$ cat src/sv/nested_angle_group_scanner_assert.svh
// ----------------------------------------------------------------------------
// Nested angle group scanner assertion macros
// Shared concurrent assertion forms, clocked on clock and disabled in reset.
// ----------------------------------------------------------------------------
`ifndef NESTED_ANGLE_GROUP_SCANNER_ASSERT_SVH
`define NESTED_ANGLE_GROUP_SCANNER_ASSERT_SVH

// The expression holds at every clock edge out of reset.
`define NAGS_ASSERT_ALWAYS(lbl, expr) \
   lbl: assert property (@(posedge clock) disable iff (reset) (expr)) \
      else $error("nested angle group scanner: invariant violated");

// Whenever the antecedent holds, the consequent holds in the same cycle.
`define NAGS_ASSERT_IMPL(lbl, ante, cons) \
   lbl: assert property (@(posedge clock) disable iff (reset) (ante) |-> (cons)) \
      else $error("nested angle group scanner: implication violated");

`endif

$ cat src/sv/nags_pkg.sv
// ----------------------------------------------------------------------------
// Nested angle group scanner package
// Sizes, character class codes and the structs passed between the parts.
// ----------------------------------------------------------------------------
`default_nettype none

package nags_pkg;

   localparam int STACK_DEPTH  = 64;
   localparam int STACK_ADDR_W = $clog2(STACK_DEPTH);
   localparam int DEPTH_W      = $clog2(STACK_DEPTH + 1);
   localparam int CHAR_W       = 21;
   localparam int COUNT_W      = 16;

   typedef logic [4:0] cls_type;

   localparam cls_type CLS_OTHER    = 5'd0;
   localparam cls_type CLS_BLANK    = 5'd1;
   localparam cls_type CLS_NEWLINE  = 5'd2;
   localparam cls_type CLS_EOI      = 5'd3;
   localparam cls_type CLS_LT       = 5'd4;
   localparam cls_type CLS_GT       = 5'd5;
   localparam cls_type CLS_EQ       = 5'd6;
   localparam cls_type CLS_LPAREN   = 5'd7;
   localparam cls_type CLS_LBRACKET = 5'd8;
   localparam cls_type CLS_LBRACE   = 5'd9;
   localparam cls_type CLS_RPAREN   = 5'd10;
   localparam cls_type CLS_RBRACKET = 5'd11;
   localparam cls_type CLS_RBRACE   = 5'd12;
   localparam cls_type CLS_SQUOTE   = 5'd13;
   localparam cls_type CLS_DQUOTE   = 5'd14;
   localparam cls_type CLS_BTICK    = 5'd15;
   localparam cls_type CLS_BACKSL   = 5'd16;
   localparam cls_type CLS_DOLLAR   = 5'd17;

   typedef struct packed {
      logic    start;
      logic    wanted;
      cls_type cls;
   } item_type;

   typedef struct packed {
      logic               accepted;
      logic [COUNT_W-1:0] group_length;
      logic [COUNT_W-1:0] blanks_skipped;
   } rsp_type;

   typedef struct packed {
      logic               fire;
      logic               consume;
      logic               emit;
      logic [DEPTH_W-1:0] depth;
   } back_status_type;

endpackage

`default_nettype wire

$ cat src/sv/nags_front.sv
// ----------------------------------------------------------------------------
// Nested angle group scanner front end
// Reduces each incoming character to a small class code for the scanner.
// ----------------------------------------------------------------------------
`default_nettype none

module nags_front
   import nags_pkg::*;
(
   input  logic [CHAR_W-1:0] character,
   input  logic              start_scan,
   input  logic              token_wanted,
   input  logic              end_of_input,
   output item_type          item
);

   localparam logic [CHAR_W-1:0] CHAR_TAB      = CHAR_W'(9);
   localparam logic [CHAR_W-1:0] CHAR_LF       = CHAR_W'(10);
   localparam logic [CHAR_W-1:0] CHAR_CR       = CHAR_W'(13);
   localparam logic [CHAR_W-1:0] CHAR_SPACE    = CHAR_W'(32);
   localparam logic [CHAR_W-1:0] CHAR_DQUOTE   = CHAR_W'(34);
   localparam logic [CHAR_W-1:0] CHAR_DOLLAR   = CHAR_W'(36);
   localparam logic [CHAR_W-1:0] CHAR_SQUOTE   = CHAR_W'(39);
   localparam logic [CHAR_W-1:0] CHAR_LPAREN   = CHAR_W'(40);
   localparam logic [CHAR_W-1:0] CHAR_RPAREN   = CHAR_W'(41);
   localparam logic [CHAR_W-1:0] CHAR_LT       = CHAR_W'(60);
   localparam logic [CHAR_W-1:0] CHAR_EQ       = CHAR_W'(61);
   localparam logic [CHAR_W-1:0] CHAR_GT       = CHAR_W'(62);
   localparam logic [CHAR_W-1:0] CHAR_LBRACKET = CHAR_W'(91);
   localparam logic [CHAR_W-1:0] CHAR_BACKSL   = CHAR_W'(92);
   localparam logic [CHAR_W-1:0] CHAR_RBRACKET = CHAR_W'(93);
   localparam logic [CHAR_W-1:0] CHAR_BTICK    = CHAR_W'(96);
   localparam logic [CHAR_W-1:0] CHAR_LBRACE   = CHAR_W'(123);
   localparam logic [CHAR_W-1:0] CHAR_RBRACE   = CHAR_W'(125);

   cls_type cls;

   always_comb begin
      if (end_of_input) begin
         cls = CLS_EOI;
      end else begin
         case (character)
            CHAR_SPACE, CHAR_TAB: cls = CLS_BLANK;
            CHAR_LF, CHAR_CR:     cls = CLS_NEWLINE;
            CHAR_LT:              cls = CLS_LT;
            CHAR_GT:              cls = CLS_GT;
            CHAR_EQ:              cls = CLS_EQ;
            CHAR_LPAREN:          cls = CLS_LPAREN;
            CHAR_LBRACKET:        cls = CLS_LBRACKET;
            CHAR_LBRACE:          cls = CLS_LBRACE;
            CHAR_RPAREN:          cls = CLS_RPAREN;
            CHAR_RBRACKET:        cls = CLS_RBRACKET;
            CHAR_RBRACE:          cls = CLS_RBRACE;
            CHAR_SQUOTE:          cls = CLS_SQUOTE;
            CHAR_DQUOTE:          cls = CLS_DQUOTE;
            CHAR_BTICK:           cls = CLS_BTICK;
            CHAR_BACKSL:          cls = CLS_BACKSL;
            CHAR_DOLLAR:          cls = CLS_DOLLAR;
            default:              cls = CLS_OTHER;
         endcase
      end
   end

   assign item = '{start: start_scan, wanted: token_wanted, cls: cls};

endmodule

`default_nettype wire

$ cat src/sv/nags_item_queue.sv
// ----------------------------------------------------------------------------
// Nested angle group scanner item queue
// Two-entry queue of classified items between the front end and the scanner.
// ----------------------------------------------------------------------------
`default_nettype none

module nags_item_queue
   import nags_pkg::*;
(
   input  logic     clock,
   input  logic     reset,
   input  logic     push,
   input  item_type wr_data,
   output logic     full,
   output logic     valid,
   output item_type rd_data,
   input  logic     pop
);

   item_type   data_ff [2];
   logic       wr_ptr_ff, wr_ptr_in;
   logic       rd_ptr_ff, rd_ptr_in;
   logic [1:0] count_ff, count_in;
   logic       do_push;
   logic       do_pop;

   always_comb begin
      full      = (count_ff == 2'd2);
      valid     = (count_ff != 2'd0);
      do_push   = push && !full;
      do_pop    = pop && valid;
      wr_ptr_in = do_push ? ~wr_ptr_ff : wr_ptr_ff;
      rd_ptr_in = do_pop ? ~rd_ptr_ff : rd_ptr_ff;
      case ({do_push, do_pop})
         2'b10:   count_in = count_ff + 2'd1;
         2'b01:   count_in = count_ff - 2'd1;
         default: count_in = count_ff;
      endcase
      rd_data = data_ff[rd_ptr_ff];
   end

   always_ff @(posedge clock) begin
      if (reset) begin
         wr_ptr_ff <= 1'b0;
         rd_ptr_ff <= 1'b0;
         count_ff  <= 2'd0;
      end else begin
         wr_ptr_ff <= wr_ptr_in;
         rd_ptr_ff <= rd_ptr_in;
         count_ff  <= count_in;
      end
   end

   always_ff @(posedge clock) begin
      if (do_push) begin
         data_ff[wr_ptr_ff] <= wr_data;
      end
   end

endmodule

`default_nettype wire

$ cat src/sv/nags_back.sv
// ----------------------------------------------------------------------------
// Nested angle group scanner back end
// Runs the scan FSM and the closer stack, one item per cycle unless stalled.
// ----------------------------------------------------------------------------
`default_nettype none

module nags_back
   import nags_pkg::*;
(
   input  logic            clock,
   input  logic            reset,
   input  logic            item_valid,
   input  item_type        item,
   output logic            item_pop,
   input  logic            rsp_full,
   output logic            rsp_push,
   output rsp_type         rsp,
   output back_status_type status
);

   localparam logic [1:0] PH_DONE     = 2'd0;
   localparam logic [1:0] PH_BLANKS   = 2'd1;
   localparam logic [1:0] PH_AFTER_LT = 2'd2;
   localparam logic [1:0] PH_BODY     = 2'd3;

   localparam logic [1:0] Q_NONE   = 2'd0;
   localparam logic [1:0] Q_SINGLE = 2'd1;
   localparam logic [1:0] Q_DOUBLE = 2'd2;
   localparam logic [1:0] Q_BACK   = 2'd3;

   localparam logic [2:0] D_NONE   = 3'd0;
   localparam logic [2:0] D_ESCAPE = 3'd1;
   localparam logic [2:0] D_DOLLAR = 3'd2;
   localparam logic [2:0] D_EQ     = 3'd3;
   localparam logic [2:0] D_LT     = 3'd4;
   localparam logic [2:0] D_GT     = 3'd5;

   localparam logic [2:0] CL_ANGLE  = 3'd0;
   localparam logic [2:0] CL_PAREN  = 3'd1;
   localparam logic [2:0] CL_SQUARE = 3'd2;
   localparam logic [2:0] CL_BRACE  = 3'd3;
   localparam logic [2:0] CL_INTERP = 3'd4;

   localparam logic [1:0] OP_NONE  = 2'd0;
   localparam logic [1:0] OP_PUSH  = 2'd1;
   localparam logic [1:0] OP_CLOSE = 2'd2;

   localparam logic [1:0] GO_ON     = 2'd0;
   localparam logic [1:0] GO_REJECT = 2'd1;
   localparam logic [1:0] GO_ACCEPT = 2'd2;

   localparam logic [COUNT_W-1:0] COUNT_MAX = '1;

   function automatic logic [COUNT_W-1:0] sat_inc(input logic [COUNT_W-1:0] v);
      return (v == COUNT_MAX) ? v : v + COUNT_W'(1);
   endfunction

   logic [1:0]         phase_ff, phase_in;
   logic [1:0]         quote_ff, quote_in;
   logic [2:0]         defer_ff, defer_in;
   logic [DEPTH_W-1:0] depth_ff, depth_in;
   logic [COUNT_W-1:0] length_ff, length_in;
   logic [COUNT_W-1:0] blank_ff, blank_in;
   logic [2:0]         top_ff, top_in;
   logic [2:0]         below_ff;
   logic [2:0]         stack_mem [STACK_DEPTH];

   logic               fire;
   logic               consume;
   logic               emit;
   logic [1:0]         res;
   logic [1:0]         op_res;
   cls_type            cls;
   cls_type            quote_cls;
   logic               is_bracket;

   logic               item_reject;
   logic [COUNT_W-1:0] item_length;
   logic [1:0]         item_quote;
   logic [2:0]         item_defer;
   logic [1:0]         item_op;
   logic [2:0]         item_code;

   logic [1:0]         op;
   logic [2:0]         op_code;
   logic               use_item;
   logic               item_late;
   logic               split;
   logic               init;
   logic               clear;
   logic [DEPTH_W-1:0] d_eff;
   logic [2:0]         t_eff;
   logic               wr_en;
   logic [STACK_ADDR_W-1:0] wr_addr;
   logic               rd_en;
   logic [STACK_ADDR_W-1:0] rd_addr;

   assign fire = item_valid && !rsp_full;
   assign cls  = item.cls;

   always_comb begin
      case (quote_ff)
         Q_SINGLE: quote_cls = CLS_SQUOTE;
         Q_DOUBLE: quote_cls = CLS_DQUOTE;
         default:  quote_cls = CLS_BTICK;
      endcase
      is_bracket = cls inside {CLS_LPAREN, CLS_LBRACKET, CLS_LBRACE,
                               CLS_RPAREN, CLS_RBRACKET, CLS_RBRACE};

      // Effect of the item as an ordinary body character.
      item_reject = (cls == CLS_EOI) || (cls == CLS_NEWLINE);
      item_length = sat_inc(length_ff);
      item_quote  = quote_ff;
      item_defer  = D_NONE;
      item_op     = OP_NONE;
      item_code   = CL_ANGLE;
      if (quote_ff != Q_NONE) begin
         if (cls == CLS_BACKSL) begin
            item_defer = D_ESCAPE;
         end else if (cls == quote_cls) begin
            item_quote = Q_NONE;
         end else if (quote_ff == Q_BACK && cls == CLS_DOLLAR) begin
            item_defer = D_DOLLAR;
         end
      end else begin
         case (cls)
            CLS_SQUOTE:   item_quote = Q_SINGLE;
            CLS_DQUOTE:   item_quote = Q_DOUBLE;
            CLS_BTICK:    item_quote = Q_BACK;
            CLS_EQ:       item_defer = D_EQ;
            CLS_LT:       item_defer = D_LT;
            CLS_GT:       item_defer = D_GT;
            CLS_LPAREN:   begin item_op = OP_PUSH;  item_code = CL_PAREN;  end
            CLS_LBRACKET: begin item_op = OP_PUSH;  item_code = CL_SQUARE; end
            CLS_LBRACE:   begin item_op = OP_PUSH;  item_code = CL_BRACE;  end
            CLS_RPAREN:   begin item_op = OP_CLOSE; item_code = CL_PAREN;  end
            CLS_RBRACKET: begin item_op = OP_CLOSE; item_code = CL_SQUARE; end
            CLS_RBRACE:   begin item_op = OP_CLOSE; item_code = CL_BRACE;  end
            default:      ;
         endcase
      end

      phase_in  = phase_ff;
      quote_in  = quote_ff;
      defer_in  = defer_ff;
      length_in = length_ff;
      blank_in  = blank_ff;
      res       = GO_ON;
      op        = OP_NONE;
      op_code   = CL_ANGLE;
      use_item  = 1'b0;
      item_late = 1'b0;
      split     = 1'b0;
      init      = 1'b0;
      clear     = 1'b0;

      if (item.start && !item.wanted) begin
         clear = 1'b1;
         res   = GO_REJECT;
      end else if (item.start || phase_ff == PH_BLANKS) begin
         clear = item.start;
         if (item.start) begin
            length_in = '0;
            blank_in  = '0;
            quote_in  = Q_NONE;
            defer_in  = D_NONE;
         end
         if (cls == CLS_BLANK) begin
            blank_in = sat_inc(blank_in);
            phase_in = PH_BLANKS;
         end else if (cls == CLS_LT) begin
            length_in = COUNT_W'(1);
            phase_in  = PH_AFTER_LT;
         end else begin
            res = GO_REJECT;
         end
      end else begin
         case (phase_ff)
            PH_AFTER_LT: begin
               if (cls == CLS_EOI || cls == CLS_EQ) begin
                  res = GO_REJECT;
               end else begin
                  phase_in = PH_BODY;
                  quote_in = Q_NONE;
                  defer_in = D_NONE;
                  init     = 1'b1;
                  use_item = 1'b1;
               end
            end
            PH_BODY: begin
               defer_in = D_NONE;
               case (defer_ff)
                  D_ESCAPE: begin
                     if (item_reject) begin
                        res = GO_REJECT;
                     end else begin
                        length_in = item_length;
                     end
                  end
                  D_DOLLAR: begin
                     if (cls == CLS_LBRACE) begin
                        length_in = item_length;
                        quote_in  = Q_NONE;
                        op        = OP_PUSH;
                        op_code   = CL_INTERP;
                     end else begin
                        use_item = 1'b1;
                     end
                  end
                  D_EQ: begin
                     if (cls == CLS_GT) begin
                        length_in = item_length;
                     end else begin
                        use_item = 1'b1;
                     end
                  end
                  D_LT, D_GT: begin
                     if (cls == CLS_EQ) begin
                        length_in = item_length;
                     end else begin
                        op      = (defer_ff == D_LT) ? OP_PUSH : OP_CLOSE;
                        op_code = CL_ANGLE;
                        if (is_bracket) begin
                           split = 1'b1;
                        end else begin
                           item_late = 1'b1;
                        end
                     end
                  end
                  default: use_item = 1'b1;
               endcase
            end
            default: ;
         endcase
      end

      // Item effects that come before its own stack operation.
      if (use_item) begin
         length_in = item_length;
         quote_in  = item_quote;
         defer_in  = item_defer;
         op        = item_op;
         op_code   = item_code;
         if (item_reject) begin
            res = GO_REJECT;
         end
      end

      // Single stack operation of the cycle.
      d_eff   = init ? DEPTH_W'(1) : depth_ff;
      t_eff   = init ? CL_ANGLE : top_ff;
      depth_in = d_eff;
      top_in   = t_eff;
      op_res  = GO_ON;
      wr_en   = 1'b0;
      rd_en   = 1'b0;
      wr_addr = STACK_ADDR_W'(d_eff - DEPTH_W'(1));
      rd_addr = STACK_ADDR_W'(d_eff - DEPTH_W'(3));
      case (op)
         OP_PUSH: begin
            if (d_eff >= DEPTH_W'(STACK_DEPTH)) begin
               op_res = GO_REJECT;
            end else begin
               wr_en    = 1'b1;
               top_in   = op_code;
               depth_in = d_eff + DEPTH_W'(1);
            end
         end
         OP_CLOSE: begin
            if (d_eff == '0) begin
               op_res = GO_REJECT;
            end else if (op_code == CL_BRACE && t_eff == CL_INTERP) begin
               rd_en    = 1'b1;
               top_in   = below_ff;
               depth_in = d_eff - DEPTH_W'(1);
               quote_in = Q_BACK;
            end else if (t_eff != op_code) begin
               op_res = GO_REJECT;
            end else begin
               rd_en    = 1'b1;
               top_in   = below_ff;
               depth_in = d_eff - DEPTH_W'(1);
               if (d_eff == DEPTH_W'(1)) begin
                  op_res = GO_ACCEPT;
               end
            end
         end
         default: ;
      endcase
      if (res == GO_ON && op_res != GO_ON) begin
         res = op_res;
      end

      // Item effects that follow a settled angle bracket.
      if (item_late && res == GO_ON) begin
         length_in = item_length;
         quote_in  = item_quote;
         defer_in  = item_defer;
         if (item_reject) begin
            res = GO_REJECT;
         end
      end

      if (clear) begin
         depth_in = '0;
      end

      emit    = (res != GO_ON);
      consume = !(split && res == GO_ON);
      if (emit) begin
         phase_in = PH_DONE;
         defer_in = D_NONE;
      end

      rsp.accepted       = (res == GO_ACCEPT);
      rsp.group_length   = (res == GO_ACCEPT) ? length_in : '0;
      rsp.blanks_skipped = (res == GO_ACCEPT) ? blank_in : '0;
   end

   assign item_pop = fire && consume;
   assign rsp_push = fire && emit;
   assign status   = '{fire: fire, consume: consume, emit: emit, depth: depth_ff};

   always_ff @(posedge clock) begin
      if (reset) begin
         phase_ff  <= PH_DONE;
         quote_ff  <= Q_NONE;
         defer_ff  <= D_NONE;
         depth_ff  <= '0;
         length_ff <= '0;
         blank_ff  <= '0;
      end else if (fire) begin
         phase_ff  <= phase_in;
         quote_ff  <= quote_in;
         defer_ff  <= defer_in;
         depth_ff  <= depth_in;
         length_ff <= length_in;
         blank_ff  <= blank_in;
      end
   end

   // The top entry lives in top_ff; the memory holds the entries below it,
   // and below_ff keeps the entry just under the top ready for a pop.
   always_ff @(posedge clock) begin
      if (fire) begin
         top_ff <= top_in;
         if (wr_en) begin
            stack_mem[wr_addr] <= t_eff;
            below_ff           <= t_eff;
         end else if (rd_en) begin
            below_ff <= stack_mem[rd_addr];
         end
      end
   end

endmodule

`default_nettype wire

$ cat src/sv/nags_rsp_queue.sv
// ----------------------------------------------------------------------------
// Nested angle group scanner result queue
// Two-entry queue that holds finished results until the consumer pops them.
// ----------------------------------------------------------------------------
`default_nettype none

module nags_rsp_queue
   import nags_pkg::*;
(
   input  logic    clock,
   input  logic    reset,
   input  logic    push,
   input  rsp_type wr_data,
   output logic    full,
   output logic    empty,
   output rsp_type rd_data,
   input  logic    pop
);

   rsp_type    data_ff [2];
   logic       wr_ptr_ff, wr_ptr_in;
   logic       rd_ptr_ff, rd_ptr_in;
   logic [1:0] count_ff, count_in;
   logic       do_push;
   logic       do_pop;

   always_comb begin
      full      = (count_ff == 2'd2);
      empty     = (count_ff == 2'd0);
      do_push   = push && !full;
      do_pop    = pop && !empty;
      wr_ptr_in = do_push ? ~wr_ptr_ff : wr_ptr_ff;
      rd_ptr_in = do_pop ? ~rd_ptr_ff : rd_ptr_ff;
      case ({do_push, do_pop})
         2'b10:   count_in = count_ff + 2'd1;
         2'b01:   count_in = count_ff - 2'd1;
         default: count_in = count_ff;
      endcase
      rd_data = data_ff[rd_ptr_ff];
   end

   always_ff @(posedge clock) begin
      if (reset) begin
         wr_ptr_ff <= 1'b0;
         rd_ptr_ff <= 1'b0;
         count_ff  <= 2'd0;
      end else begin
         wr_ptr_ff <= wr_ptr_in;
         rd_ptr_ff <= rd_ptr_in;
         count_ff  <= count_in;
      end
   end

   always_ff @(posedge clock) begin
      if (do_push) begin
         data_ff[wr_ptr_ff] <= wr_data;
      end
   end

endmodule

`default_nettype wire

$ cat src/sv/nested_angle_group_scanner.sv
// ----------------------------------------------------------------------------
// Nested angle group scanner
// Takes one character per transaction and gives at most one result per scan:
// accepted with the group length and leading blank count, or rejected. The
// block sustains one character per clock while the result queue has room.
// Each character is registered in the item queue, settled by the scanner
// from there, and its result is registered in the result queue. A bracket
// character that directly follows a '<' or '>' whose meaning was still open
// is held in the item queue and taken again, because the closer stack memory
// has a single write port and only the entry under the top is prefetched. The
// stack needs no clearing after reset, so the block is ready at once.
// ----------------------------------------------------------------------------
`default_nettype none

`include "nested_angle_group_scanner_assert.svh"

module nested_angle_group_scanner
   import nags_pkg::*;
(
   input  logic               clock,
   input  logic               reset,
   input  logic               push,
   output logic               full,
   input  logic [CHAR_W-1:0]  req_character,
   input  logic               req_start_scan,
   input  logic               req_token_wanted,
   input  logic               req_end_of_input,
   output logic               empty,
   input  logic               pop,
   output logic               rsp_accepted,
   output logic [COUNT_W-1:0] rsp_group_length,
   output logic [COUNT_W-1:0] rsp_blanks_skipped
);

   item_type        front_item;
   item_type        queue_item;
   logic            queue_valid;
   logic            queue_pop;
   logic            rsp_full;
   logic            rsp_push;
   rsp_type         rsp_data;
   rsp_type         rsp_head;
   back_status_type back_status;

   nags_front u_front (
      .character    (req_character),
      .start_scan   (req_start_scan),
      .token_wanted (req_token_wanted),
      .end_of_input (req_end_of_input),
      .item         (front_item)
   );

   nags_item_queue u_item_queue (
      .clock   (clock),
      .reset   (reset),
      .push    (push),
      .wr_data (front_item),
      .full    (full),
      .valid   (queue_valid),
      .rd_data (queue_item),
      .pop     (queue_pop)
   );

   nags_back u_back (
      .clock      (clock),
      .reset      (reset),
      .item_valid (queue_valid),
      .item       (queue_item),
      .item_pop   (queue_pop),
      .rsp_full   (rsp_full),
      .rsp_push   (rsp_push),
      .rsp        (rsp_data),
      .status     (back_status)
   );

   nags_rsp_queue u_rsp_queue (
      .clock   (clock),
      .reset   (reset),
      .push    (rsp_push),
      .wr_data (rsp_data),
      .full    (rsp_full),
      .empty   (empty),
      .rd_data (rsp_head),
      .pop     (pop)
   );

   assign rsp_accepted       = rsp_head.accepted;
   assign rsp_group_length   = rsp_head.group_length;
   assign rsp_blanks_skipped = rsp_head.blanks_skipped;

   `NAGS_ASSERT_ALWAYS(a_depth_bound, back_status.depth <= DEPTH_W'(STACK_DEPTH))
   `NAGS_ASSERT_IMPL(a_split_silent, back_status.fire && !back_status.consume, !back_status.emit)
   `NAGS_ASSERT_IMPL(a_reject_zero, rsp_push && !rsp_data.accepted, rsp_data.group_length == '0 && rsp_data.blanks_skipped == '0)
   `NAGS_ASSERT_IMPL(a_accept_length, rsp_push && rsp_data.accepted, rsp_data.group_length >= COUNT_W'(2))

endmodule

`default_nettype wire
$ cat config.mk
export PLATFORM = sky130hd
export DESIGN_NAME = nested_angle_group_scanner
export DESIGN_NICKNAME = d
export VERILOG_FILES = /design/src/sv/nags_pkg.sv /design/src/sv/nags_front.sv /design/src/sv/nags_item_queue.sv /design/src/sv/nags_back.sv /design/src/sv/nags_rsp_queue.sv /design/src/sv/nested_angle_group_scanner.sv
export VERILOG_INCLUDE_DIRS = /design/src /design/src/sv
export SDC_FILE = /design/constraint.sdc
export NUM_CORES = 1
export LEC_CHECK = 0
export ABC_AREA = 1
export BUFFER_PORTS_ARGS = -buffer_cell sky130_fd_sc_hd__buf_2
export CAP_MARGIN = 20
export CORE_AREA = 2 2 177 179
export DETAILED_ROUTE_END_ITERATION = 6
export DIE_AREA = 0 0 179 181
export GPL_ROUTABILITY_DRIVEN = 0
export PLACE_DENSITY = 0.72
export SYNTH_ARGS = -nofsm -noshare
export SYNTH_HDL_FRONTEND = slang
export SYNTH_SLANG_ARGS = --single-unit
$ cat constraint.sdc
create_clock -name clock -period 7.07 [get_ports clock]
set_input_delay 1.0605 -clock clock [delete_from_list [all_inputs] [get_ports clock]]
set_output_delay 1.0605 -clock clock [all_outputs]
set_load 0.02 [all_outputs]
==> flow_metrics.py <==
metrics = {
    "outcome": {
        "status": "finished, final reports clean",
    },
    "route": {
        "vias": 13100,
        "wl_um": 39700,
        "first_pass_iters": 6,
        "wl_per_cell_um": 17.8,
        "via_per_inst": 5.89,
        "antenna_left": 0,
        "drc": 0,
        "drt-initial-drc-count": 1337,
    },
    "timing": {
        "worst_pin_slew_ns": 1.10,
        "max_freq_ghz": 0.187,
        "drv_slew": 0,
        "maxSlewHeadroom_pct": 26.4,
        "final_hold_viol_count": 0,
        "setup_viol": 0,
        "tns_ns": 0,
        "fin_crit_sh_pct": 75.8,
        "period_needed_ns": 5.36,
        "finClkSkew_ns": 0.0263,
        "grt_setup_unrepaired": "false",
    },
    "global_routing": {
        "grt_max_degree": 102,
        "antenna_found_initial": 0,
        "grt_first_pass_wirelength_um": 63300,
        "grt_use_total_pct": 24.5,
        "grt_pass1_vias": 12600,
        "overflow": 0,
    },
    "critical_path": {
        "cp.buffers_inverters": 4,
        "cpLargestDelayFamily": "simple AND/OR/NAND/NOR gates",
        "crit_path_top_delay_cell": "dfxtp_1",
        "worstSetupEndpointType": "register",
        "cp.required_ns": 7.53,
        "crit_type": "register to register",
        "arrival_ns": 5.83,
        "crit_top_cell": "nand2_1",
        "cp_max_fo": 36,
        "slowest_delay_ns": 0.55,
        "worst_setup_path_start_kind": "register",
    },
    "cells_and_area": {
        "final_common_cell": "nor2_1",
        "area_delta_synth_final_pct": 10.7,
        "fillCellCount": 2521,
        "drive_gt1_share_pct": 11.9,
        "final_cell_mix": "286 x nor2_1, 278 x edfxtp_1, 213 x nand2_1",
        "insertedDiodeCount": 0,
        "fin_util_pct": 60.6,
        "fin_nets": 1839,
    },
    "floorplan": {
        "start_util_pct": 54.7,
        "ioPinCount": 63,
        "die_y_um": 181,
        "die_w_um": 179,
        "die-area_mm2": 0.0324,
        "coreArea_mm2": 0.0303,
        "rows": 64,
    },
    "clocking": {
        "htree_levels": 2,
        "cts_tree": "yes",
        "path_clk_slew_ns": 0.06,
        "cts.sinks": 334,
        "clockBufferDepth": 3,
        "ctsHoldBuffers": 0,
        "cts_resized": 0,
        "cts_buffers": 35,
        "clock-root-buffer": "clkbuf_16",
        "worstSkewPairLatency_ns": 0.54,
        "post_cts_buffers": 0,
    },
    "pwr": {
        "power.density_mw_per_mm2": 342,
        "peakVddDrop_uv": 225,
        "p_leak_nw": 6.66,
    },
    "worst_hold_path": {
        "hold_start": "u_rsp_queue.rd_ptr_ff",
        "hold_path.class": "register to register",
    },
    "logic_synthesis": {
        "synth_cell_types": 54,
        "netlist_area_mm2": 0.0166,
        "synth_warnings": 0,
        "synth_seq_cells": 334,
        "synthFlopType": "edfxtp_1",
        "seq_area_frac_synth_pct": 57.0,
        "netlist_instances": 1762,
        "syn-num-nets": 1799,
        "synth_async_sr_flop_share_pct": 0,
        "synth_edf_count": 278,
        "syn_avg_cell_area_um2": 9.42,
    },
    "placement": {
        "dp_hpwl_um": 25600,
        "port_buffers": 62,
    },
    "run": {
        "maxCapViolCount": 0,
    },
}
-- layer usage --
metal	wire length, um	global-route usage (%)
met1	16800	32.2
met2	18800	41.1
met3	2700	3.41
met4	1390	9.33
met5	0	0
-- power by group --
group | internal (mW) | switching, mW | total [mW] | leakage [nW]
Combinational | 0.512 | 1.30 | 1.81 | 3.13
Sequential | 2.55 | 0.117 | 2.67 | 2.98
Clock | 1.03 | 0.771 | 1.80 | 0.549
Total | 4.09 | 2.19 | 6.28 | 6.66
-- synthesized netlist by cell type (all sizes together), types with 3 or more instances --
master	number	area, um2
a21oi	91	455
a221oi	3	26.3
a22oi	5	37.5
a31oi	14	87.6
buf	10	67.6
clkbuf	64	240
dfxtp	56	1120
edfxtp	278	8350
ha	9	113
inv	194	731
mux2	33	372
nand2	230	942
nand3	134	721
nand4	18	113
nor2	306	1240
nor3	21	105
nor4	7	43.8
o2111ai	4	35.0
o211ai	15	113
o21ai	166	835
o221ai	49	429
o22ai	11	68.8
o32ai	3	26.3
xnor2	6	52.6
xor2	18	158
-- registers in the layout (all words and copies together) (netlist names), named ones only --
name and cells:
u_back.below_ff 3, u_back.blank_ff 16, u_back.defer_ff 3, u_back.depth_ff 7, u_back.length_ff 16, u_back.phase_ff 2, u_back.quote_ff 2, u_back.stack_mem 192
u_back.top_ff 3, u_item_queue.count_ff 2, u_item_queue.data_ff 14, u_item_queue.rd_ptr_ff 1, u_item_queue.wr_ptr_ff 1, u_rsp_queue.count_ff 2, u_rsp_queue.data_ff 66, u_rsp_queue.rd_ptr_ff 1
u_rsp_queue.wr_ptr_ff 1
-- final cells by class --
| type | instances | area [um2] | area share, % |
|---|---|---|---|
| clock buffers | 37 | 883 | 4.81 |
| clock inverters | 27 | 246 | 1.34 |
| inverters | 195 | 734 | 4.00 |
| multi-input cells | 1159 | 6120 | 33.3 |
| flip-flops and latches | 334 | 9470 | 51.5 |
| well taps | 396 | 495 | 2.70 |
| repair buffers | 77 | 427 | 2.32 |
-- logic make-up after synthesis --
group | after synthesis | share of synthesized area (%)
compound gates | 370 | 13.2
xor+xnor | 24 | 1.27
fa+ha+maj | 9 | 0.678
simple gates | 723 | 19.3
mux | 33 | 2.24
flops | 334 | 57.0
buf+inv | 269 | 6.28
-- through the flow --
step                      hold slack, ns  setup slack (ns)  power [mW]  cells  cell area (um2)
after floorplan                    0.426              1.67        3.97   1762            16600
after detailed placement           0.440              1.84        4.52   2160            17200
after global routing               0.487              1.27        6.61   2225            18400
after CTS                          0.462              1.81        6.31   2224            18400
final                              0.469              1.71        6.28   2225            18400
after global placement             0.437              1.91        4.49   2159            17200
-- path summary, 6_finish.rpt --
check,end,slack (ns),depth (start not counted)
worst min register to register,register,0.47,1
worst max register to register,u_rsp_queue.count_ff[1],1.71,25
worst min-delay path,register,0.47,1
worst max-delay path,u_rsp_queue.count_ff[1],1.71,25
Power figures use the tool's default switching activity.
